===== config.mk =====
export PLATFORM = sky130hd
export DESIGN_NAME = midi_channel_allocator
export DESIGN_NICKNAME = d
export VERILOG_FILES = /design/src/hdl/mca_pkg.sv /design/src/hdl/midi_channel_allocator.sv /design/src/hdl/mca_ram.sv
export SDC_FILE = /design/constraint.sdc
export NUM_CORES = 1
export LEC_CHECK = 0
export BUFFER_PORTS_ARGS = -buffer_cell sky130_fd_sc_hd__buf_4
export CORE_UTILIZATION = 35
export CTS_CLUSTER_SIZE = 10
export DETAILED_ROUTE_END_ITERATION = 10
export RECOVER_POWER = 25
export SETUP_SLACK_MARGIN = 0.15
export SKIP_LAST_GASP = 1
export SLEW_MARGIN = 10
export SYNTH_ARGS = -nofsm -noshare
export SYNTH_HDL_FRONTEND = slang
export SYNTH_SLANG_ARGS = --single-unit

===== constraint.sdc =====
create_clock -name aclk -period 4.3 [get_ports aclk]
set_clock_uncertainty 0.15 [all_clocks]
set_input_delay 0.215 -clock aclk [delete_from_list [all_inputs] [get_ports aclk]]
set_output_delay 0.215 -clock aclk [all_outputs]
set_load 0.03 [all_outputs]

===== src/hdl/mca_pkg.sv =====
// Package for the MIDI channel allocator: widths, command codes, register
// indexes, sequencer states and the result record.
// No dependencies; used by the top level midi_channel_allocator.
package mca_pkg;

    localparam int CHANNELS  = 16;
    localparam int CH_W      = $clog2(CHANNELS);
    localparam int OWNER_W   = 8;
    localparam int GRANT_W   = 5;
    localparam int CMD_W     = 24;

    localparam logic [GRANT_W-1:0] NO_MAP = 5'h1F;

    localparam logic [CMD_W-1:0] CMD_PITCH_RESET = 24'h4000E0;
    localparam logic [CMD_W-1:0] CMD_PEDAL_OFF   = 24'h0040B0;
    localparam logic [CMD_W-1:0] CMD_DRIVER_OFF  = 24'h004BB0;

    // Highest channel the fallback scan and the release sweep visit.
    localparam logic [CH_W-1:0] SCAN_LAST = 4'd14;
    // First value past the scan range; a start channel here finds nothing.
    localparam logic [CH_W-1:0] SCAN_END  = 4'd15;
    localparam logic [CH_W-1:0] PERC_CH   = 4'd9;

    // Configuration register indexes (paddr[2]).
    localparam logic REG_LEGACY = 1'b0;
    localparam logic REG_FIRST  = 1'b1;

    localparam logic MODE_ALLOC = 1'b0;
    localparam logic MODE_FREE  = 1'b1;

    // Order of the commands sent per released channel; EMIT_DRV is the previous channel's.
    typedef enum logic [1:0] {
        EMIT_DRV   = 2'd0,
        EMIT_PITCH = 2'd1,
        EMIT_PEDAL = 2'd2
    } emit_t;

    typedef enum logic [4:0] {
        ST_IDLE = 5'b00001,
        ST_RD   = 5'b00010,
        ST_CHK  = 5'b00100,
        ST_EMIT = 5'b01000,
        ST_DONE = 5'b10000
    } state_t;

    typedef struct packed {
        logic [GRANT_W-1:0] grant;
        logic               cmd_vld;
        logic [CMD_W-1:0]   cmd;
        logic               last;
    } result_t;

endpackage


===== src/hdl/midi_channel_allocator.sv =====
// Top level of the MIDI channel allocator: sequencer, configuration port,
// output register and the two table memories.
// Depends on mca_pkg and mca_ram.
//
//   Channel   Direction  Handshake          Content
//   s_        in         s_tvalid/s_tready  tuser = mode, tdata = owner, channel
//   m_        out        m_tvalid/m_tready  tdata = grant, command; tlast = last
//   APB       in/out     psel/penable       legacy_bypass, first_channel
//
// One transaction is worked on at a time; every table lookup passes ST_RD and ST_CHK
// (address, then registered read data). A bypass allocate goes straight to ST_DONE;
// else the preferred channel is checked, then the fallback scan if it is taken. A free
// sweeps channels 0..14, sending pitch reset and pedal off per released channel with a
// valid remap and its driver off later, the last one on the final result. Reset is
// synchronous and clears one valid bit per entry, so the tables come up empty at once.
// A stalled m_tready holds the sequencer in ST_EMIT and ST_DONE.
module midi_channel_allocator (
    input  logic        aclk,
    input  logic        aresetn,
    // APB configuration port
    input  logic        psel,
    input  logic        penable,
    input  logic        pwrite,
    input  logic [2:0]  paddr,
    input  logic [31:0] pwdata,
    output logic [31:0] prdata,
    output logic        pready,
    // Request stream
    input  logic        s_tvalid,
    output logic        s_tready,
    input  logic [15:0] s_tdata,    // [7:0] owner_id, [11:8] best_channel, [15:12] zero
    input  logic        s_tuser,    // [0] mode
    // Result stream
    output logic        m_tvalid,
    input  logic        m_tready,
    output logic [31:0] m_tdata,    // [4:0] granted_channel, [5] command_valid,
                                    // [29:6] midi_command, [31:30] zero
    output logic        m_tlast     // last
);

    localparam int CH_W    = mca_pkg::CH_W;
    localparam int OWNER_W = mca_pkg::OWNER_W;

    // Configuration registers. User writes only while the block is idle; not enforced.
    logic            legacy_reg;
    logic [CH_W-1:0] first_reg;
    logic            cfg_wr;

    assign pready = 1'b1;
    assign cfg_wr = psel && penable && pwrite && pready;

    always_ff @(posedge aclk) begin
        if (!aresetn) begin
            legacy_reg <= 1'b0;
            first_reg  <= '0;
        end else if (cfg_wr) begin
            case (paddr[2])
                mca_pkg::REG_LEGACY: legacy_reg <= pwdata[0];
                mca_pkg::REG_FIRST:  first_reg  <= pwdata[CH_W-1:0];
                default: ;
            endcase
        end
    end

    always_comb begin
        case (paddr[2])
            mca_pkg::REG_LEGACY: prdata = {31'd0, legacy_reg};
            mca_pkg::REG_FIRST:  prdata = {28'd0, first_reg};
            default:             prdata = '0;
        endcase
    end

    // Sequencer registers.
    mca_pkg::state_t         state_reg,    state_next;
    logic                    mode_reg,     mode_next;
    logic [OWNER_W-1:0]      owner_reg,    owner_next;
    logic [CH_W-1:0]         best_reg,     best_next;
    logic [CH_W-1:0]         idx_reg,      idx_next;
    logic                    scan_reg,     scan_next;
    mca_pkg::emit_t          cnt_reg,      cnt_next;
    logic                    pend_vld_reg, pend_vld_next;
    logic [CH_W-1:0]         pend_ch_reg,  pend_ch_next;
    logic [CH_W-1:0]         rmp_ch_reg,   rmp_ch_next;
    logic [mca_pkg::GRANT_W-1:0] grant_reg, grant_next;

    // Per-entry valid bits; an entry without one reads as its reset value.
    logic [mca_pkg::CHANNELS-1:0] own_vld_reg;
    logic [mca_pkg::CHANNELS-1:0] rmp_vld_reg;
    logic                         own_vq_reg;
    logic                         rmp_vq_reg;

    logic [OWNER_W-1:0] own_rdata;
    logic [CH_W-1:0]    rmp_rdata;
    logic [OWNER_W-1:0] own_q;
    logic               own_we;
    logic               rmp_we;
    logic               ent_clr;
    logic               scan_done;

    // Output register.
    logic             m_tvalid_reg;
    mca_pkg::result_t out_reg;
    mca_pkg::result_t out_res;
    logic             out_load;
    logic             out_free;

    assign out_free  = !m_tvalid_reg || m_tready;
    assign own_q     = own_vq_reg ? own_rdata : '0;
    assign scan_done = (idx_reg == mca_pkg::SCAN_LAST);
    assign s_tready  = (state_reg == mca_pkg::ST_IDLE);

    // Owner table: written at the entry under test, read at the scan index.
    mca_ram #(.WIDTH(OWNER_W), .DEPTH(mca_pkg::CHANNELS)) u_owner_ram (
        .aclk  (aclk),
        .we    (own_we),
        .waddr (idx_reg),
        .wdata (owner_reg),
        .raddr (idx_reg),
        .rdata (own_rdata)
    );

    // Remap table: always written at the preferred channel's entry, even when
    // the fallback scan granted a different channel.
    mca_ram #(.WIDTH(CH_W), .DEPTH(mca_pkg::CHANNELS)) u_remap_ram (
        .aclk  (aclk),
        .we    (rmp_we),
        .waddr (best_reg),
        .wdata (idx_reg),
        .raddr (idx_reg),
        .rdata (rmp_rdata)
    );

    always_comb begin
        state_next    = state_reg;
        mode_next     = mode_reg;
        owner_next    = owner_reg;
        best_next     = best_reg;
        idx_next      = idx_reg;
        scan_next     = scan_reg;
        cnt_next      = cnt_reg;
        pend_vld_next = pend_vld_reg;
        pend_ch_next  = pend_ch_reg;
        rmp_ch_next   = rmp_ch_reg;
        grant_next    = grant_reg;
        own_we        = 1'b0;
        rmp_we        = 1'b0;
        ent_clr       = 1'b0;
        out_load      = 1'b0;
        out_res       = '{grant: mca_pkg::NO_MAP, cmd_vld: 1'b0, cmd: '0, last: 1'b0};

        case (state_reg)
            mca_pkg::ST_IDLE: begin
                if (s_tvalid) begin
                    mode_next     = s_tuser;
                    owner_next    = s_tdata[7:0];
                    best_next     = s_tdata[11:8];
                    idx_next      = s_tdata[11:8];
                    scan_next     = 1'b0;
                    pend_vld_next = 1'b0;
                    if (s_tuser == mca_pkg::MODE_FREE) begin
                        idx_next   = '0;
                        state_next = mca_pkg::ST_RD;
                    end else if (legacy_reg) begin
                        grant_next = {1'b0, s_tdata[11:8]};
                        state_next = mca_pkg::ST_DONE;
                    end else begin
                        state_next = mca_pkg::ST_RD;
                    end
                end
            end

            mca_pkg::ST_RD: begin
                state_next = mca_pkg::ST_CHK;
            end

            mca_pkg::ST_CHK: begin
                if (mode_reg == mca_pkg::MODE_ALLOC) begin
                    if (own_q == '0 && (!scan_reg || idx_reg != mca_pkg::PERC_CH)) begin
                        own_we     = 1'b1;
                        rmp_we     = 1'b1;
                        grant_next = {1'b0, idx_reg};
                        state_next = mca_pkg::ST_DONE;
                    end else if (!scan_reg) begin
                        if (first_reg == mca_pkg::SCAN_END) begin
                            grant_next = mca_pkg::NO_MAP;
                            state_next = mca_pkg::ST_DONE;
                        end else begin
                            idx_next   = first_reg;
                            scan_next  = 1'b1;
                            state_next = mca_pkg::ST_RD;
                        end
                    end else if (scan_done) begin
                        grant_next = mca_pkg::NO_MAP;
                        state_next = mca_pkg::ST_DONE;
                    end else begin
                        idx_next   = idx_reg + 1'b1;
                        state_next = mca_pkg::ST_RD;
                    end
                end else begin
                    if (own_q == owner_reg) begin
                        ent_clr = 1'b1;
                    end
                    if (own_q == owner_reg && rmp_vq_reg) begin
                        rmp_ch_next = rmp_rdata;
                        cnt_next    = pend_vld_reg ? mca_pkg::EMIT_DRV : mca_pkg::EMIT_PITCH;
                        state_next  = mca_pkg::ST_EMIT;
                    end else if (scan_done) begin
                        state_next = mca_pkg::ST_DONE;
                    end else begin
                        idx_next   = idx_reg + 1'b1;
                        state_next = mca_pkg::ST_RD;
                    end
                end
            end

            mca_pkg::ST_EMIT: begin
                if (out_free) begin
                    out_load        = 1'b1;
                    out_res.cmd_vld = 1'b1;
                    case (cnt_reg)
                        mca_pkg::EMIT_DRV:
                            out_res.cmd = mca_pkg::CMD_DRIVER_OFF | {20'd0, pend_ch_reg};
                        mca_pkg::EMIT_PITCH:
                            out_res.cmd = mca_pkg::CMD_PITCH_RESET | {20'd0, rmp_ch_reg};
                        default:
                            out_res.cmd = mca_pkg::CMD_PEDAL_OFF | {20'd0, rmp_ch_reg};
                    endcase
                    if (cnt_reg == mca_pkg::EMIT_PEDAL) begin
                        // The driver release is held back until it is known
                        // whether it is the final result of this free.
                        pend_vld_next = 1'b1;
                        pend_ch_next  = rmp_ch_reg;
                        if (scan_done) begin
                            state_next = mca_pkg::ST_DONE;
                        end else begin
                            idx_next   = idx_reg + 1'b1;
                            state_next = mca_pkg::ST_RD;
                        end
                    end else begin
                        cnt_next = (cnt_reg == mca_pkg::EMIT_DRV) ? mca_pkg::EMIT_PITCH
                                                                  : mca_pkg::EMIT_PEDAL;
                    end
                end
            end

            mca_pkg::ST_DONE: begin
                if (out_free) begin
                    out_load     = 1'b1;
                    out_res.last = 1'b1;
                    if (mode_reg == mca_pkg::MODE_FREE) begin
                        if (pend_vld_reg) begin
                            out_res.cmd_vld = 1'b1;
                            out_res.cmd = mca_pkg::CMD_DRIVER_OFF | {20'd0, pend_ch_reg};
                        end
                    end else begin
                        out_res.grant = grant_reg;
                    end
                    state_next = mca_pkg::ST_IDLE;
                end
            end

            default: begin
                state_next = mca_pkg::ST_IDLE;
            end
        endcase
    end

    always_ff @(posedge aclk) begin
        if (!aresetn) begin
            state_reg    <= mca_pkg::ST_IDLE;
            own_vld_reg  <= '0;
            rmp_vld_reg  <= '0;
            own_vq_reg   <= 1'b0;
            rmp_vq_reg   <= 1'b0;
            pend_vld_reg <= 1'b0;
            m_tvalid_reg <= 1'b0;
        end else begin
            state_reg    <= state_next;
            pend_vld_reg <= pend_vld_next;
            // Valid bits are sampled with the same address as the RAM read.
            own_vq_reg   <= own_vld_reg[idx_reg];
            rmp_vq_reg   <= rmp_vld_reg[idx_reg];
            if (own_we) begin
                own_vld_reg[idx_reg] <= 1'b1;
            end
            if (rmp_we) begin
                rmp_vld_reg[best_reg] <= 1'b1;
            end
            // Releasing an entry returns both tables to their reset values.
            if (ent_clr) begin
                own_vld_reg[idx_reg] <= 1'b0;
                rmp_vld_reg[idx_reg] <= 1'b0;
            end
            if (out_load) begin
                m_tvalid_reg <= 1'b1;
            end else if (m_tready) begin
                m_tvalid_reg <= 1'b0;
            end
        end
    end

    always_ff @(posedge aclk) begin
        mode_reg    <= mode_next;
        owner_reg   <= owner_next;
        best_reg    <= best_next;
        idx_reg     <= idx_next;
        scan_reg    <= scan_next;
        cnt_reg     <= cnt_next;
        pend_ch_reg <= pend_ch_next;
        rmp_ch_reg  <= rmp_ch_next;
        grant_reg   <= grant_next;
        if (out_load) begin
            out_reg <= out_res;
        end
    end

    assign m_tvalid = m_tvalid_reg;
    assign m_tdata  = {2'b00, out_reg.cmd, out_reg.cmd_vld, out_reg.grant};
    assign m_tlast  = out_reg.last;

endmodule


===== src/hdl/mca_ram.sv =====
// Generic single-port-write, single-port-read RAM with registered read data.
// No dependencies.
module mca_ram #(
    parameter int WIDTH = 8,
    parameter int DEPTH = 16
) (
    input  logic                     aclk,
    input  logic                     we,
    input  logic [$clog2(DEPTH)-1:0] waddr,
    input  logic [WIDTH-1:0]         wdata,
    input  logic [$clog2(DEPTH)-1:0] raddr,
    output logic [WIDTH-1:0]         rdata
);

    logic [WIDTH-1:0] mem_reg [DEPTH];
    logic [WIDTH-1:0] rdata_reg;

    always_ff @(posedge aclk) begin
        if (we) begin
            mem_reg[waddr] <= wdata;
        end
        rdata_reg <= mem_reg[raddr];
    end

    assign rdata = rdata_reg;

endmodule


# Yosys cells after proc, flatten, opt, wreduce, memory -nomap -nowiden
# Memory sizes are Yosys's and may differ from the RTL's. A register that Yosys moved wholly into a read port is not among the register bits.
# Cells that the tools add are included.
[word_totals]
ram_bits = 192
regBits = 110
out_inout_bits = 68
wordCells = 177
n_memories = 2
in_bits = 59
[op_classes]
bitwise_logic = 8
n_lt_le_gt_ge = 4
n_reduce_logical = 30
muxes = 83
n_eq_ne = 27
n_addsub = 1
[mem_list]
columns = ["memory", "words", "word_bits", "read_ports", "rd_ports_with_merged_regs", "wr", "line_no", "rtl"]
rows = [
  ["u_owner_ram.mem_reg", 16, 8, 1, 1, 1, "mca_ram.sv:15", "logic [WIDTH-1:0] mem_reg [DEPTH];"],
  ["u_remap_ram.mem_reg", 16, 4, 1, 1, 1, "mca_ram.sv:15", ""],
]
[op_table]
columns = ["operator", "n"]
rows = [
  ["$mux W5", 20],
  ["$mux W16", 6],
  ["$mux W25", 3],
  ["$pmux W32 S2", 1],
  ["$pmux W25 S2", 1],
  ["$pmux W23 S2", 1],
  ["$mux W4", 10],
  ["$and A16 B16 Y16", 2],
  ["$or A16 B16 Y16", 2],
  ["$mux W26", 1],
  ["$pmux W5 S5", 1],
  ["$mux W1", 24],
  ["$ne A2 B2 Y1 const B", 10],
  ["$ne A4 B4 Y1 const B", 4],
  ["$not A16 Y16", 1],
  ["$reduce_and A7 Y1", 2],
  ["$pmux W4 S3", 1],
  ["$reduce_and A4 Y1", 3],
  ["$lt A4 B5 Y1 const B", 2],
  ["$mux W2", 5],
  ["$pmux W5 S2", 1],
  ["$bmux W1 S4", 2],
  ["$demux W1 S4", 2],
  ["$eq A4 B4 Y1 const B", 2],
  ["28 further kinds", 46],
]

# Longest topological paths before layout
# Gate-level depths: netlist of the first run.
[depth]
depth_word = 10
mapped_depth = 11
depth_no_buf = 8

# By module
# From an unflattened synthesis of the first run, not the netlist that was laid out.
[hier_totals]
cells_unflattened = 808
hier_area_um2 = 12588.3
[modules_own_cells]
columns = ["mod", "area_each_um2", "cells_per_inst", "seq_area_each_um2", "n_inst"]
rows = [
  ["mca_ram (u_owner_ram)", 5147.4, 229, 4003.8, 1],
  ["midi_channel_allocator", 4774.6, 449, 2332.2, 1],
  ["mca_ram (u_remap_ram)", 2666.3, 130, 2001.9, 1],
]

# Least setup slack after synthesis of the first run
# No wires, ideal clock.
[synth_timing]
path_kind = "register to register"
from = "reg idx_reg[1]"
to = "mem u_remap_ram.mem_reg[2][0] (netlist bit) (enable)"
arrival_ns = 2.648
required_ns = 3.821
setup_slack_ns = 1.173
setup_ns = 0.329
path_stages_with_launch = 10
period_less_slack_ns = 3.127
path_buffers = 2
path_cell_list = "edfxtp_1 buf_2 buf_1 inv_1 ha_1 nand3_1 nor2b_1 nand2_1 or3_1 nor2_1"
[synth_via]
elab_chain_len = 8
[synth_rtl]
columns = ["element", "line_no", "rtl"]
rows = [
  ["from (decl)", "midi_channel_allocator.sv:78", "logic [CH_W-1:0] idx_reg, idx_next;"],
  ["from (signal assigned)", "midi_channel_allocator.sv:306", "idx_reg <= idx_next;"],
  ["$ne A4 B4 Y1", "midi_channel_allocator.sv:178", "if (own_q == '0 && (!scan_reg || idx_reg != mca_pkg::PERC_CH)) begin"],
  ["$logic_or A1 B1 Y1", "midi_channel_allocator.sv:178", ""],
  ["$logic_and A1 B1 Y1", "midi_channel_allocator.sv:178", ""],
  ["$mux W1", "midi_channel_allocator.sv:178", ""],
  ["$mux W1", "midi_channel_allocator.sv:177", "if (mode_reg == mca_pkg::MODE_ALLOC) begin"],
  ["$mux W1", "midi_channel_allocator.sv:151", "case (state_reg)"],
  ["$mux W1", "mca_ram.sv:19", "if (we) begin"],
  ["$mux W1 (implied by the code)", "mca_ram.sv:20", "mem_reg[waddr] <= wdata;"],
  ["to (decl)", "mca_ram.sv:15", ""],
]
# Every way passes these cells.

# Worst setup path in the final report of the first run
[layout_timing]
from = "reg owner_reg[5]"
to = "reg idx_reg[0] (enable)"
[layout_via]
elab_chain_len = 4
[layout_rtl]
columns = ["element", "line_no", "rtl"]
rows = [
  ["from (decl)", "midi_channel_allocator.sv:76", "logic [OWNER_W-1:0] owner_reg, owner_next;"],
  ["from (signal assigned)", "midi_channel_allocator.sv:304", "owner_reg <= owner_next;"],
  ["$eq A8 B8 Y1", "midi_channel_allocator.sv:203", "if (own_q == owner_reg && rmp_vq_reg) begin"],
  ["$logic_and A1 B1 Y1", "midi_channel_allocator.sv:203", ""],
  ["$ne A3 B3 Y1 (no source line)", "--", ""],
  ["$reduce_and A7 Y1 (no source line)", "--", ""],
]
# Every way passes these cells.
# A chain may end at the register's enable or synchronous reset.

==> results of run 1 <==
worst register-to-register path, cell delays in order (launching register included):
cell and delay, ps:
sky130_fd_sc_hd__edfxtp_1 630, sky130_fd_sc_hd__and4bb_1 380, sky130_fd_sc_hd__a22oi_1 60, sky130_fd_sc_hd__a22oi_1 250
sky130_fd_sc_hd__nand3_2 90, sky130_fd_sc_hd__buf_4 230, sky130_fd_sc_hd__nor3_2 640, sky130_fd_sc_hd__nor3_1 290
worst max path at each step:
stage | start | end | slack (ps) | cells past startpoint
CTS | owner_reg[5] | idx_reg[1] | 1250 | 7
floorplan | idx_reg[1] | u_remap_ram.mem_reg[2][0] | 1170 | 9
global placement | owner_reg[5] | idx_reg[2] | 1340 | 7
global route | state_reg[4] | u_owner_ram.mem_reg[7][3] | 1060 | 6
finish | owner_reg[5] | idx_reg[0] | 1300 | 7
detailed placement | owner_reg[5] | idx_reg[3] | 1260 | 7
metal layers:
layer | up-vias | wire [um]
met5 | - | 0
met4 | 0 | 435
met3 | 36 | 966
met2 | 170 | 11200
met1 | 3393 | 11300
li1 | 3038 | -
cell families after synthesis:
kind of cell | Yosys count | share of synthesized area [%]
muxes | 75 | 13.2
AOI/OAI and AO/OA | 90 | 5.78
DFF | 297 | 67.4
other | 2 | 0.0607
adders and majority gates | 4 | 0.405
buffers and inverters | 92 | 4.66
and+or+nand+nor | 193 | 8.12
xor gates and xnor gates | 6 | 0.425
Yosys cell counts (6+ instances only):
library cell / number / share of area, %
sky130_fd_sc_hd__clkbuf_1: 13 / 0.39
sky130_fd_sc_hd__nor3_1: 7 / 0.28
sky130_fd_sc_hd__o41ai_2: 8 / 1.1
sky130_fd_sc_hd__or3_1: 6 / 0.30
sky130_fd_sc_hd__nand2b_1: 7 / 0.35
sky130_fd_sc_hd__nand2_1: 23 / 0.70
sky130_fd_sc_hd__nor2_1: 79 / 2.4
sky130_fd_sc_hd__o41ai_1: 7 / 0.50
sky130_fd_sc_hd__o21ba_1: 10 / 0.81
sky130_fd_sc_hd__edfxtp_1: 239 / 58
sky130_fd_sc_hd__and3_1: 12 / 0.61
sky130_fd_sc_hd__nand3_1: 8 / 0.32
sky130_fd_sc_hd__nor2b_1: 10 / 0.51
sky130_fd_sc_hd__buf_4: 51 / 3.1
sky130_fd_sc_hd__inv_1: 12 / 0.36
sky130_fd_sc_hd__and2_1: 7 / 0.35
sky130_fd_sc_hd__o21ai_0: 15 / 0.61
sky130_fd_sc_hd__a22oi_1: 9 / 0.55
sky130_fd_sc_hd__buf_2: 8 / 0.32
sky130_fd_sc_hd__mux4_2: 70 / 13
sky130_fd_sc_hd__nand4_1: 7 / 0.35
sky130_fd_sc_hd__dfxtp_1: 58 / 9.4
sky130_fd_sc_hd__a21oi_1: 15 / 0.61
what timing repair did:
action / in CTS / in global routing
endpoints found under the setup margin: 0 / 0
hold endpoints to repair: 47 / 0
hold buffers: 22 / 0
power by group through the flow:
stage | logic, mW | registers (mW) | clock network [mW]
global route | 0.446 | 3.22 | 2.80
floorplan | 0.328 | 3.26 | 0
finish | 0.411 | 3.22 | 2.63
global placement | 0.401 | 3.27 | 0
CTS | 0.420 | 3.21 | 2.70
detailed placement | 0.404 | 3.27 | 0
final cells by class:
type                    count  area [um2]  share of cell area, %
flip-flops and latches    297        8340                   58.6
multi-input cells         410        3610                   25.4
clock buffers              61         995                   6.99
repair buffers             83         648                   4.55
well taps                 455         569                   4.00
inverters                  12        45.0                  0.316
clock inverters             3        30.0                  0.211
cells in the final DEF, fill, tap and decap left out, types with 3 or more instances in the layout:
master / count
sky130_fd_sc_hd__edfxtp_1: 239
sky130_fd_sc_hd__nor2_1: 79
sky130_fd_sc_hd__mux4_2: 70
sky130_fd_sc_hd__dfxtp_1: 58
sky130_fd_sc_hd__buf_4: 45
sky130_fd_sc_hd__conb_1: 42
sky130_fd_sc_hd__clkbuf_16: 36
sky130_fd_sc_hd__clkbuf_1: 33
sky130_fd_sc_hd__nand2_1: 23
sky130_fd_sc_hd__dlygate4sd3_1: 22
sky130_fd_sc_hd__a21oi_1: 15
sky130_fd_sc_hd__o21ai_0: 15
sky130_fd_sc_hd__and3_1: 12
sky130_fd_sc_hd__inv_1: 12
sky130_fd_sc_hd__nor2b_1: 10
sky130_fd_sc_hd__o21ba_1: 10
sky130_fd_sc_hd__a22oi_1: 9
sky130_fd_sc_hd__nand3_1: 8
sky130_fd_sc_hd__o41ai_2: 8
sky130_fd_sc_hd__clkbuf_4: 8
sky130_fd_sc_hd__nand2b_1: 7
sky130_fd_sc_hd__nor3_1: 7
sky130_fd_sc_hd__and2_1: 7
sky130_fd_sc_hd__nand4_1: 7
sky130_fd_sc_hd__o41ai_1: 7
sky130_fd_sc_hd__or3_1: 6
sky130_fd_sc_hd__xnor2_1: 5
sky130_fd_sc_hd__a31oi_1: 5
sky130_fd_sc_hd__and3b_1: 4
sky130_fd_sc_hd__a22o_1: 4
sky130_fd_sc_hd__and4bb_1: 4
sky130_fd_sc_hd__nor2_2: 4
sky130_fd_sc_hd__mux2i_1: 4
sky130_fd_sc_hd__ha_1: 4
sky130_fd_sc_hd__or2_2: 3
sky130_fd_sc_hd__o211a_1: 3
==> flow_results.xml, run 1 <==
<?xml version="1.0" encoding="UTF-8"?>
<metrics>
  <group name="status">
    <metric name="outcome" unit="">completed</metric>
  </group>
  <group name="cells_and_area">
    <metric name="nNetsFinal" unit="">902</metric>
    <metric name="final_antenna_diode_count" unit="">0</metric>
    <metric name="stdcell_area" unit="um2">14200</metric>
    <metric name="area_growth_syn_to_layout" unit="%">15.0</metric>
    <metric name="final_util" unit="%">41.1</metric>
    <metric name="drive_above_1_share" unit="%">21.5</metric>
    <metric name="largest_reg_flops" unit="">128</metric>
    <metric name="num-fill-cells" unit="">3130</metric>
    <metric name="instances_no_fill" unit="">1321</metric>
  </group>
  <group name="drt">
    <metric name="detailedRoute.firstPassIterationCount" unit="">6</metric>
    <metric name="dr.first_iter.drc_count" unit="">565</metric>
    <metric name="detail_route.wirelength" unit="um">23900</metric>
    <metric name="drt.antenna.violating_nets" unit="">0</metric>
    <metric name="dr_total_vias" unit="">6637</metric>
    <metric name="avgRoutedWirePerCell" unit="um">18.1</metric>
    <metric name="route.detailed.vias_per_inst" unit="">5.02</metric>
    <metric name="drc_errors" unit="">0</metric>
  </group>
  <group name="global_routing">
    <metric name="globalRouteMet1Util" unit="%">19.4</metric>
    <metric name="grt_max_degree" unit="">48</metric>
    <metric name="grt-busiest-layer" unit="">met2</metric>
    <metric name="grt_antenna_before_repair" unit="">0</metric>
    <metric name="globalRouteMet2Util" unit="%">21.4</metric>
    <metric name="grt_pass1_wl" unit="um">38100</metric>
    <metric name="number_of_global_route_vias_before_repair" unit="">6625</metric>
    <metric name="grt_overflow" unit="">0</metric>
    <metric name="globalRouteMet3Util" unit="%">2.01</metric>
    <metric name="grt_usage" unit="%">13.6</metric>
  </group>
  <group name="power">
    <metric name="leakage_power_figure" unit="nW">4.94</metric>
    <metric name="power.density_cell_area" unit="nW/um2">440</metric>
    <metric name="total_power" unit="mW">6.26</metric>
    <metric name="comb_power_share" unit="%">6.6</metric>
    <metric name="power.share.switching" unit="%">21.7</metric>
    <metric name="power.share.clock" unit="%">42.1</metric>
    <metric name="p_int" unit="mW">4.90</metric>
    <metric name="max-vdd-ir-drop" unit="V">0.000445</metric>
    <metric name="power.share.sequential" unit="%">51.4</metric>
    <metric name="switching_power" unit="mW">1.36</metric>
  </group>
  <group name="worst_setup_path">
    <metric name="r2r-end" unit="">idx_reg[0]</metric>
    <metric name="slowest_stage_cell_cp" unit="">sky130_fd_sc_hd__edfxtp_1</metric>
    <metric name="crit_path_start_kind" unit="">flop</metric>
    <metric name="worst_setup_path_type" unit="">reg -&gt; reg</metric>
    <metric name="timing.reg2reg.setup_slack" unit="ps">1300</metric>
    <metric name="cp_slowest_stage_delay" unit="ps">630</metric>
    <metric name="cp_cell_sequence" unit="">and4bb_1 -&gt; a22oi_1 -&gt; a22oi_1 -&gt; nand3_2 -&gt; buf_4 -&gt; nor3_2 -&gt; nor3_1</metric>
    <metric name="r2r_start" unit="">owner_reg[5]</metric>
    <metric name="crit_arrival" unit="ps">3050</metric>
    <metric name="worst_reg2reg_path_depth" unit="">7</metric>
    <metric name="crit_fanout" unit="">19</metric>
    <metric name="worst_path_most_repeated_cell" unit="">sky130_fd_sc_hd__a22oi_1</metric>
    <metric name="worst-endpoint-required" unit="ps">4350</metric>
    <metric name="critical_path.endpoint_type" unit="">flop</metric>
    <metric name="cp_top_family" unit="">simple AND/OR/NAND/NOR gates</metric>
    <metric name="worstPathBufferInverterCount" unit="">1</metric>
  </group>
  <group name="placement">
    <metric name="pre_cts_ws" unit="ps">1260</metric>
    <metric name="gp_congestion" unit="">0.776</metric>
    <metric name="place.port_buffers" unit="">50</metric>
    <metric name="dp_hpwl" unit="um">16000</metric>
    <metric name="dpl-instance-area" unit="um2">13000</metric>
    <metric name="placedCellCount" unit="">1235</metric>
  </group>
  <group name="floorplan">
    <metric name="initial_utilization" unit="%">35.7</metric>
    <metric name="floorplan.die.height" unit="um">190</metric>
    <metric name="ioPinCount" unit="">127</metric>
    <metric name="die_area" unit="um2">36100</metric>
    <metric name="die_w" unit="um">190</metric>
    <metric name="core_area" unit="um2">34600</metric>
    <metric name="rows" unit="">68</metric>
  </group>
  <group name="clock_tree">
    <metric name="cts_inserted_buffers" unit="">35</metric>
    <metric name="clock_tree.root_cell" unit="">sky130_fd_sc_hd__clkbuf_16</metric>
    <metric name="post_cts_setup_buffers" unit="">0</metric>
    <metric name="tritoncts" unit="">yes</metric>
    <metric name="cts_sinks" unit="">297</metric>
    <metric name="clk_pin_slew" unit="ps">60</metric>
    <metric name="worst_skew_pair.late_latency" unit="ps">500</metric>
    <metric name="cts_repair_resize_count" unit="">0</metric>
    <metric name="cts_max_path_buffers" unit="">3</metric>
    <metric name="cts-htree-levels" unit="">2</metric>
  </group>
  <group name="sta">
    <metric name="timing.setup.tns" unit="ps">0</metric>
    <metric name="max_slew_margin" unit="%">38.8</metric>
    <metric name="timing.fmax" unit="GHz">0.333</metric>
    <metric name="final.min_clock_period" unit="ps">3000</metric>
    <metric name="finalHoldViolCount" unit="">0</metric>
    <metric name="hold-worst-slack" unit="ps">110</metric>
    <metric name="setup_ws" unit="ps">1300</metric>
    <metric name="setup_violations" unit="">0</metric>
    <metric name="post-route-period-util" unit="%">69.9</metric>
    <metric name="rsz0062_at_grt" unit="">false</metric>
    <metric name="timing.final.max_slew_violations" unit="">0</metric>
    <metric name="worst-slew-pin-transition" unit="ps">914</metric>
  </group>
  <group name="synthesis">
    <metric name="sequential_element_share_of_the_synthesized_area" unit="%">67.4</metric>
    <metric name="synth.lib_cells_used.distinct" unit="">60</metric>
    <metric name="yosys_register_bits" unit="">297</metric>
    <metric name="synth_area" unit="um2">12400</metric>
    <metric name="syn_avg_cell_area" unit="um2">16.3</metric>
    <metric name="synth-async-reset-ratio" unit="%">0</metric>
    <metric name="synth_edf_count" unit="">239</metric>
    <metric name="synth_flop_cell" unit="">sky130_fd_sc_hd__edfxtp_1</metric>
    <metric name="post_synth_inst_count" unit="">759</metric>
    <metric name="synth-warning-count" unit="">0</metric>
  </group>
  <group name="hold_path">
    <metric name="worstHoldEndpoint" unit="">pend_vld_reg</metric>
    <metric name="worst_hold_startpoint" unit="">s_tvalid</metric>
    <metric name="hold_path_depth" unit="">3</metric>
    <metric name="hp-class" unit="">in -&gt; reg</metric>
  </group>
  <group name="run">
    <metric name="max-cap-violations" unit="">0</metric>
  </group>
</metrics>
No activity file was read; power rests on OpenSTA's default activity.
==> inputs of run 2 (changes only) <==
Settings changed: ABC_AREA set to 1.
Clock period 4.3 ns to 2.45 ns, I/O delays scaled along.
==> run 2 against run 1 <==
Sequential share of layout area decreased by 4.7 points. Maximum frequency increased by 36%. Die area is 1.8% higher. Worst hold slack better by 79 ps. Design area grew 8.7%. Highest routed layer unchanged.
==> flow_results.xml, run 2 <==
<?xml version="1.0" encoding="UTF-8"?>
<metrics>
  <group name="global_routing">
    <metric name="grt_max_degree" unit="">93</metric>
    <metric name="grt_overflow" unit="">0</metric>
    <metric name="number_of_global_route_vias_before_repair" unit="">8168</metric>
    <metric name="grt_antenna_before_repair" unit="">0</metric>
    <metric name="grt_pass1_wl" unit="um">44800</metric>
    <metric name="grt_usage" unit="%">15.8</metric>
  </group>
  <group name="worst_setup_path">
    <metric name="crit_fanout" unit="">16</metric>
    <metric name="worst_setup_path_type" unit="">reg -&gt; reg</metric>
    <metric name="crit_arrival" unit="ps">2260</metric>
    <metric name="critical_path.endpoint_type" unit="">flop</metric>
    <metric name="worst-endpoint-required" unit="ps">2500</metric>
    <metric name="crit_path_start_kind" unit="">flop</metric>
  </group>
  <group name="floorplan">
    <metric name="core_area" unit="um2">35500</metric>
    <metric name="floorplan.die.height" unit="um">192</metric>
    <metric name="ioPinCount" unit="">127</metric>
    <metric name="die_w" unit="um">192</metric>
    <metric name="initial_utilization" unit="%">35.5</metric>
    <metric name="die_area" unit="um2">36800</metric>
    <metric name="rows" unit="">69</metric>
  </group>
  <group name="sta">
    <metric name="timing.final.max_slew_violations" unit="">0</metric>
    <metric name="worst-slew-pin-transition" unit="ps">749</metric>
    <metric name="setup_violations" unit="">0</metric>
    <metric name="finalHoldViolCount" unit="">0</metric>
    <metric name="rsz0062_at_grt" unit="">true</metric>
    <metric name="final.min_clock_period" unit="ps">2220</metric>
    <metric name="timing.fmax" unit="GHz">0.451</metric>
    <metric name="post-route-period-util" unit="%">90.4</metric>
    <metric name="timing.setup.tns" unit="ps">0</metric>
    <metric name="max_slew_margin" unit="%">50.1</metric>
  </group>
  <group name="status">
    <metric name="outcome" unit="">completed</metric>
  </group>
  <group name="placement">
    <metric name="place.port_buffers" unit="">50</metric>
    <metric name="placedCellCount" unit="">1695</metric>
    <metric name="gp_congestion" unit="">0.814</metric>
    <metric name="dp_hpwl" unit="um">19000</metric>
  </group>
  <group name="power">
    <metric name="max-vdd-ir-drop" unit="V">0.000680</metric>
    <metric name="p_int" unit="mW">9.45</metric>
    <metric name="power.share.clock" unit="%">36.1</metric>
    <metric name="power.share.sequential" unit="%">44.3</metric>
    <metric name="comb_power_share" unit="%">19.6</metric>
    <metric name="power.density_cell_area" unit="nW/um2">863</metric>
    <metric name="leakage_power_figure" unit="nW">5.56</metric>
    <metric name="switching_power" unit="mW">3.90</metric>
    <metric name="power.share.switching" unit="%">29.2</metric>
  </group>
  <group name="synthesis">
    <metric name="synth_flop_cell" unit="">sky130_fd_sc_hd__edfxtp_1</metric>
    <metric name="sequential_element_share_of_the_synthesized_area" unit="%">66.2</metric>
    <metric name="synth.lib_cells_used.distinct" unit="">46</metric>
    <metric name="yosys-top-cells-count" unit="">239 x sky130_fd_sc_hd__edfxtp_1, 180 x sky130_fd_sc_hd__nor2_1, 151 x sky130_fd_sc_hd__nand2_1, 140 x sky130_fd_sc_hd__o21ai_0, 98 x sky130_fd_sc_hd__inv_1</metric>
    <metric name="yosys_register_bits" unit="">297</metric>
    <metric name="syn_avg_cell_area" unit="um2">10.8</metric>
    <metric name="synth_top_area_share" unit="%">56.9</metric>
    <metric name="synth_area" unit="um2">12600</metric>
    <metric name="netlist.top_cell.by_area" unit="">sky130_fd_sc_hd__edfxtp_1</metric>
    <metric name="synth-warning-count" unit="">0</metric>
    <metric name="synth-async-reset-ratio" unit="%">0</metric>
    <metric name="synth_edf_count" unit="">239</metric>
    <metric name="cell_with_the_most_instances_after_synthesis" unit="">sky130_fd_sc_hd__edfxtp_1</metric>
    <metric name="post_synth_inst_count" unit="">1172</metric>
    <metric name="leading_cell_types_by_total_area_after_synthesis" unit="">sky130_fd_sc_hd__edfxtp_1 57%, sky130_fd_sc_hd__dfxtp_1 9.2%, sky130_fd_sc_hd__o21ai_0 5.6%</metric>
  </group>
  <group name="clock_tree">
    <metric name="tritoncts" unit="">yes</metric>
    <metric name="cts_max_path_buffers" unit="">3</metric>
    <metric name="cts_sinks" unit="">297</metric>
    <metric name="cts-htree-levels" unit="">2</metric>
    <metric name="clk_pin_slew" unit="ps">60</metric>
    <metric name="cts_inserted_buffers" unit="">36</metric>
    <metric name="clock_tree.root_cell" unit="">sky130_fd_sc_hd__clkbuf_16</metric>
    <metric name="worst_skew_pair.late_latency" unit="ps">520</metric>
  </group>
  <group name="cells_and_area">
    <metric name="num-fill-cells" unit="">3289</metric>
    <metric name="nNetsFinal" unit="">1373</metric>
    <metric name="drive_above_1_share" unit="%">16.9</metric>
    <metric name="instances_no_fill" unit="">1797</metric>
    <metric name="layout.cells.most_common" unit="">sky130_fd_sc_hd__edfxtp_1</metric>
    <metric name="largest_reg_flops" unit="">128</metric>
    <metric name="final_antenna_diode_count" unit="">0</metric>
    <metric name="area_growth_syn_to_layout" unit="%">22.7</metric>
    <metric name="multi_input_area" unit="um2">3610</metric>
    <metric name="sequential_cell_area" unit="um2">8340</metric>
    <metric name="final_util" unit="%">43.6</metric>
    <metric name="most-common-layout-cells" unit="">239 x sky130_fd_sc_hd__edfxtp_1, 164 x sky130_fd_sc_hd__nor2_1, 149 x sky130_fd_sc_hd__nand2_1</metric>
  </group>
  <group name="drt">
    <metric name="route.detailed.vias_per_inst" unit="">4.87</metric>
    <metric name="detailedRoute.firstPassIterationCount" unit="">5</metric>
    <metric name="avgRoutedWirePerCell" unit="um">16.3</metric>
    <metric name="drt.antenna.violating_nets" unit="">0</metric>
    <metric name="dr_total_vias" unit="">8745</metric>
    <metric name="dr.first_iter.drc_count" unit="">709</metric>
    <metric name="drc_errors" unit="">0</metric>
    <metric name="detail_route.wirelength" unit="um">29300</metric>
  </group>
  <group name="hold_path">
    <metric name="hp-class" unit="">in -&gt; reg</metric>
  </group>
  <group name="run">
    <metric name="max-cap-violations" unit="">0</metric>
  </group>
</metrics>
[run 2: logic make-up after synthesis]
| group | share of synthesized area, % |
|---|---|
| other cells | 0.0596 |
| flops | 66.2 |
| buf+inv | 7.82 |
| fa+ha+maj | 0.397 |
| xor+xnor | 0.0695 |
| compound gates | 11.5 |
| simple gates | 14.0 |
[run 2: layout make-up]
| type | instances | area share, % |
|---|---|---|
| clock buffer | 60 | 6.61 |
| clock inverter | 4 | 0.364 |
| inverter | 111 | 2.78 |
| multi-input combinational | 711 | 23.3 |
| sequential | 297 | 53.9 |
| tap | 461 | 3.73 |
| timing repair buffer | 153 | 9.29 |
[run 2: routing by layer]
layer / global-route usage [%] / vias up / part of all wire, %
met1: 22.0 / 4193 / 45
li1: - / 4256 / -
met3: 2.91 / 42 / 5.9
met4: 5.28 / 0 / 2.3
met2: 24.7 / 254 / 46
met5: 0 / - / 0
[run 2: power groups by stage]
stage / clock, mW / sequential (mW) / combinational (mW)
floorplan: 0 / 6.07 / 1.67
global placement: 0 / 6.01 / 2.49
detailed placement: 0 / 6.02 / 2.50
CTS: 4.92 / 5.92 / 2.55
global route: 5.13 / 5.93 / 2.90
finish: 4.82 / 5.92 / 2.61
[run 2: worst paths after layout]
kind,start,end,slack [ps],depth (start not counted)
max,own_vq_reg,u_remap_ram.mem_reg[6][0],230,11
min,s_tdata[3],owner_reg[3],190,2
max reg2reg,own_vq_reg,u_remap_ram.mem_reg[6][0],230,11
min reg2reg,u_remap_ram.rdata[3],rmp_ch_reg[3],250,0
[run 2: critical path, cell delays in order, from the launching register on]
cell,delay [ps]
sky130_fd_sc_hd__dfxtp_2,330
sky130_fd_sc_hd__buf_12,150
sky130_fd_sc_hd__nand2_2,60
sky130_fd_sc_hd__buf_4,100
sky130_fd_sc_hd__nand2_2,60
sky130_fd_sc_hd__nor2_4,180
sky130_fd_sc_hd__nand3_4,120
sky130_fd_sc_hd__nor2_8,170
sky130_fd_sc_hd__nand2_8,90
sky130_fd_sc_hd__nor3_4,180
sky130_fd_sc_hd__inv_4,100
sky130_fd_sc_hd__nor2_4,200
[run 2: per-stage QoR]
step	hold WS [ps]	area, um2	worst slack (ps)	power [mW]
after floorplan	71.4	12900	-216	7.74
after global placement	152	13900	196	8.49
after detailed placement	152	13900	160	8.52
after CTS	149	15300	153	13.4
after global routing	173	15500	106	14.0
final	189	15500	234	13.4
[run 2: timing repair]
| action | in CTS | in global routing |
|---|---|---|
| pin swaps | 0 | 7 |
| setup buffers | 0 | 7 |
| endpoints found under the setup margin | 8 | 141 |
| cloned | 0 | 1 |
| hold endpoints to repair | 62 | 0 |
| hold buffers | 30 | 0 |
| resized for setup | 2 | 23 |
==> inputs of run 3 (changes only) <==
Clock period 2.45 ns to 1.9 ns, I/O delays scaled along.
==> run 3 against run 2 <==
The run now ends with negative setup slack left. Utilization increased by 4.4 points. Register-to-register slack lost 520 ps. Routed wire length up 16%. First-iteration DRC count up 17%. Final cell count grew 5.0%. Sequential cell count unchanged. Combinational power increased by 81%. Die area is the same. Sequential power up 30%. Critical path type unchanged. Largest cell class unchanged. Largest power group unchanged. Highest routed layer is now met5.
==> flow_results.xml, run 3 (synthesized netlist as in run 2, its figures left out) <==
<?xml version="1.0" encoding="UTF-8"?>
<metrics>
  <group name="cells_and_area">
    <metric name="area_growth_syn_to_layout" unit="%">35.3</metric>
    <metric name="drive_above_1_share" unit="%">28.8</metric>
    <metric name="final_antenna_diode_count" unit="">0</metric>
    <metric name="largest_reg_flops" unit="">128</metric>
    <metric name="nNetsFinal" unit="">1462</metric>
    <metric name="final_util" unit="%">48.0</metric>
    <metric name="layout.cells.most_common" unit="">sky130_fd_sc_hd__edfxtp_1</metric>
    <metric name="most-common-layout-cells" unit="">239 x sky130_fd_sc_hd__edfxtp_1, 142 x sky130_fd_sc_hd__nor2_1, 135 x sky130_fd_sc_hd__nand2_1</metric>
    <metric name="instances_no_fill" unit="">1886</metric>
  </group>
  <group name="floorplan">
    <metric name="core_area" unit="um2">35500</metric>
    <metric name="floorplan.die.height" unit="um">192</metric>
    <metric name="initial_utilization" unit="%">35.5</metric>
    <metric name="die_w" unit="um">192</metric>
    <metric name="ioPinCount" unit="">127</metric>
    <metric name="die_area" unit="um2">36800</metric>
    <metric name="rows" unit="">69</metric>
  </group>
  <group name="worst_setup_path">
    <metric name="crit_fanout" unit="">5</metric>
    <metric name="slowest_stage_cell_cp" unit="">sky130_fd_sc_hd__edfxtp_1</metric>
    <metric name="worst_reg2reg_path_depth" unit="">11</metric>
    <metric name="crit_arrival" unit="ps">2280</metric>
    <metric name="worstPathBufferInverterCount" unit="">7</metric>
    <metric name="crit_path_start_kind" unit="">flop</metric>
    <metric name="worst_setup_path_type" unit="">reg -&gt; reg</metric>
    <metric name="r2r_start" unit="">idx_reg[0]</metric>
    <metric name="crit_end" unit="">idx_reg[0]</metric>
    <metric name="worst-endpoint-required" unit="ps">1990</metric>
    <metric name="timing.reg2reg.setup_slack" unit="ps">-290</metric>
    <metric name="cp_top_family" unit="">buffers and inverters</metric>
    <metric name="cp_cell_sequence" unit="">buf_4 -&gt; buf_6 -&gt; buf_12 -&gt; inv_16 -&gt; ha_4 -&gt; inv_2 -&gt; nor2_4 -&gt; buf_4 -&gt; buf_6 -&gt; xor2_1 -&gt; o211ai_1</metric>
    <metric name="cp_num_cells" unit="">11</metric>
    <metric name="critical_path.endpoint_type" unit="">flop</metric>
    <metric name="critical_path.startpoint" unit="">idx_reg[0]</metric>
    <metric name="r2r-end" unit="">idx_reg[0]</metric>
    <metric name="cp_slowest_stage_delay" unit="ps">420</metric>
  </group>
  <group name="sta">
    <metric name="setup_ws" unit="ps">-286</metric>
    <metric name="worst-slew-pin-transition" unit="ps">832</metric>
    <metric name="max_slew_margin" unit="%">44.5</metric>
    <metric name="timing.fmax" unit="GHz">0.458</metric>
    <metric name="setup_violations" unit="">258</metric>
    <metric name="rsz0062_at_grt" unit="">true</metric>
    <metric name="timing.final.max_slew_violations" unit="">0</metric>
    <metric name="hold-worst-slack" unit="ps">163</metric>
    <metric name="finalHoldViolCount" unit="">0</metric>
    <metric name="final.min_clock_period" unit="ps">2190</metric>
    <metric name="post-route-period-util" unit="%">115</metric>
    <metric name="timing.setup.tns" unit="ps">-39240</metric>
  </group>
  <group name="global_routing">
    <metric name="number_of_global_route_vias_before_repair" unit="">8926</metric>
    <metric name="grt_overflow" unit="">0</metric>
    <metric name="grt_pass1_wl" unit="um">49500</metric>
    <metric name="globalRouteMet1Util" unit="%">23.0</metric>
    <metric name="globalRouteMet3Util" unit="%">3.49</metric>
    <metric name="grt_max_degree" unit="">56</metric>
    <metric name="grt_usage" unit="%">17.7</metric>
    <metric name="globalRouteMet2Util" unit="%">29.0</metric>
    <metric name="grt-busiest-layer" unit="">met2</metric>
    <metric name="grt_antenna_before_repair" unit="">1</metric>
  </group>
  <group name="power">
    <metric name="power.share.switching" unit="%">29.9</metric>
    <metric name="p_int" unit="mW">13.0</metric>
    <metric name="leakage_power_figure" unit="nW">6.32</metric>
    <metric name="power.share.sequential" unit="%">41.3</metric>
    <metric name="power.share.clock" unit="%">33.3</metric>
    <metric name="max-vdd-ir-drop" unit="V">0.000845</metric>
    <metric name="power.density_cell_area" unit="nW/um2">1090</metric>
    <metric name="switching_power" unit="mW">5.54</metric>
    <metric name="comb_power_share" unit="%">25.4</metric>
  </group>
  <group name="clock_tree">
    <metric name="clk_pin_slew" unit="ps">60</metric>
    <metric name="tritoncts" unit="">yes</metric>
    <metric name="cts_sinks" unit="">297</metric>
    <metric name="clock_tree.root_cell" unit="">sky130_fd_sc_hd__clkbuf_16</metric>
    <metric name="cts_inserted_buffers" unit="">36</metric>
    <metric name="cts_max_path_buffers" unit="">3</metric>
    <metric name="cts-htree-levels" unit="">2</metric>
    <metric name="worst_skew_pair.late_latency" unit="ps">520</metric>
  </group>
  <group name="placement">
    <metric name="gp_congestion" unit="">0.895</metric>
    <metric name="place.port_buffers" unit="">50</metric>
    <metric name="placedCellCount" unit="">1744</metric>
    <metric name="dp_hpwl" unit="um">21200</metric>
    <metric name="pre_cts_ws" unit="ps">-526</metric>
  </group>
  <group name="hold_path">
    <metric name="hp-class" unit="">in -&gt; reg</metric>
    <metric name="worst_hold_startpoint" unit="">s_tdata[5]</metric>
  </group>
  <group name="status">
    <metric name="violations_in_the_final_reports" unit="">negative setup slack</metric>
    <metric name="outcome" unit="">finished with violations</metric>
  </group>
  <group name="drt">
    <metric name="drc_errors" unit="">0</metric>
    <metric name="avgRoutedWirePerCell" unit="um">18.0</metric>
    <metric name="route.detailed.vias_per_inst" unit="">5.02</metric>
    <metric name="dr.first_iter.drc_count" unit="">827</metric>
    <metric name="dr_total_vias" unit="">9468</metric>
    <metric name="detail_route.wirelength" unit="um">33900</metric>
    <metric name="drt.antenna.violating_nets" unit="">0</metric>
    <metric name="detailedRoute.firstPassIterationCount" unit="">5</metric>
  </group>
  <group name="run">
    <metric name="max-cap-violations" unit="">0</metric>
  </group>
</metrics>
==> run 3: cell types whose count changed in the layout (fill, tap and decap cells not counted), moves of 8 or more <==
cell                      delta
sky130_fd_sc_hd__o21ai_0    -55
sky130_fd_sc_hd__buf_12     +11
sky130_fd_sc_hd__o22ai_2     +9
sky130_fd_sc_hd__o22ai_1     -9
sky130_fd_sc_hd__buf_6      +19
sky130_fd_sc_hd__o21ai_1    +29
sky130_fd_sc_hd__buf_4      +52
sky130_fd_sc_hd__nor2_4     +12
sky130_fd_sc_hd__a21oi_1     -8
sky130_fd_sc_hd__nor2_2     +10
sky130_fd_sc_hd__o21ai_2    +22
sky130_fd_sc_hd__nor2_1     -22
sky130_fd_sc_hd__nand2_4     +8
sky130_fd_sc_hd__nand2_1    -14
==> run 3: timing repair <==
action	in CTS	in global routing
setup buffers	19	19
endpoints found under the setup margin	296	317
hold endpoints to repair	66	0
hold buffers	30	0
pin swaps	13	66
gates resized for setup	85	171
cloned	2	10
==> run 3: layout make-up <==
| cell class | instances | area, um2 |
|---|---|---|
| flip-flops and latches | 297 | 8340 |
| fillers | 3114 | 18400 |
| clock inverters | 5 | 63.8 |
| inverters | 111 | 457 |
| repair buffers | 241 | 2520 |
| multi-input cells | 712 | 4100 |
| clock buffers | 59 | 987 |
| well taps | 461 | 577 |
==> run 3: how the worst min path moves through the flow <==
stage	cells after the start	slack [ps]	to
finish	2	160	owner_reg[5]
global placement	1	130	owner_reg[0]
global route	2	160	owner_reg[0]
CTS	2	130	owner_reg[5]
detailed placement	1	120	owner_reg[0]
floorplan	0	40	best_reg[0]
==> run 3: power by group through the flow <==
| stage | registers (mW) | logic, mW | clock network [mW] |
|---|---|---|---|
| 2_1_floorplan | 7.83 | 2.17 | 0 |
| 3_3_place_gp | 7.79 | 3.41 | 0 |
| 3_5_place_dp | 7.79 | 3.44 | 0 |
| 4_1_cts | 7.66 | 3.87 | 6.26 |
| 5_1_grt | 7.69 | 5.05 | 6.49 |
| 6_report | 7.67 | 4.72 | 6.17 |
==> run 3: metrics by stage <==
stage / total power [mW] / area, um2
floorplan: 10.0 / 12900
global placement: 11.2 / 14400
detailed placement: 11.2 / 14400
CTS: 17.8 / 16200
global route: 19.2 / 17000
finish: 18.6 / 17000
==> run 3: layer usage <==
metal  up-vias  part of all wire (%)
met5         -                 0.030
met4         2                   3.2
met3        78                   6.5
met2       360                    48
met1      4566                    42
li1       4462                     -
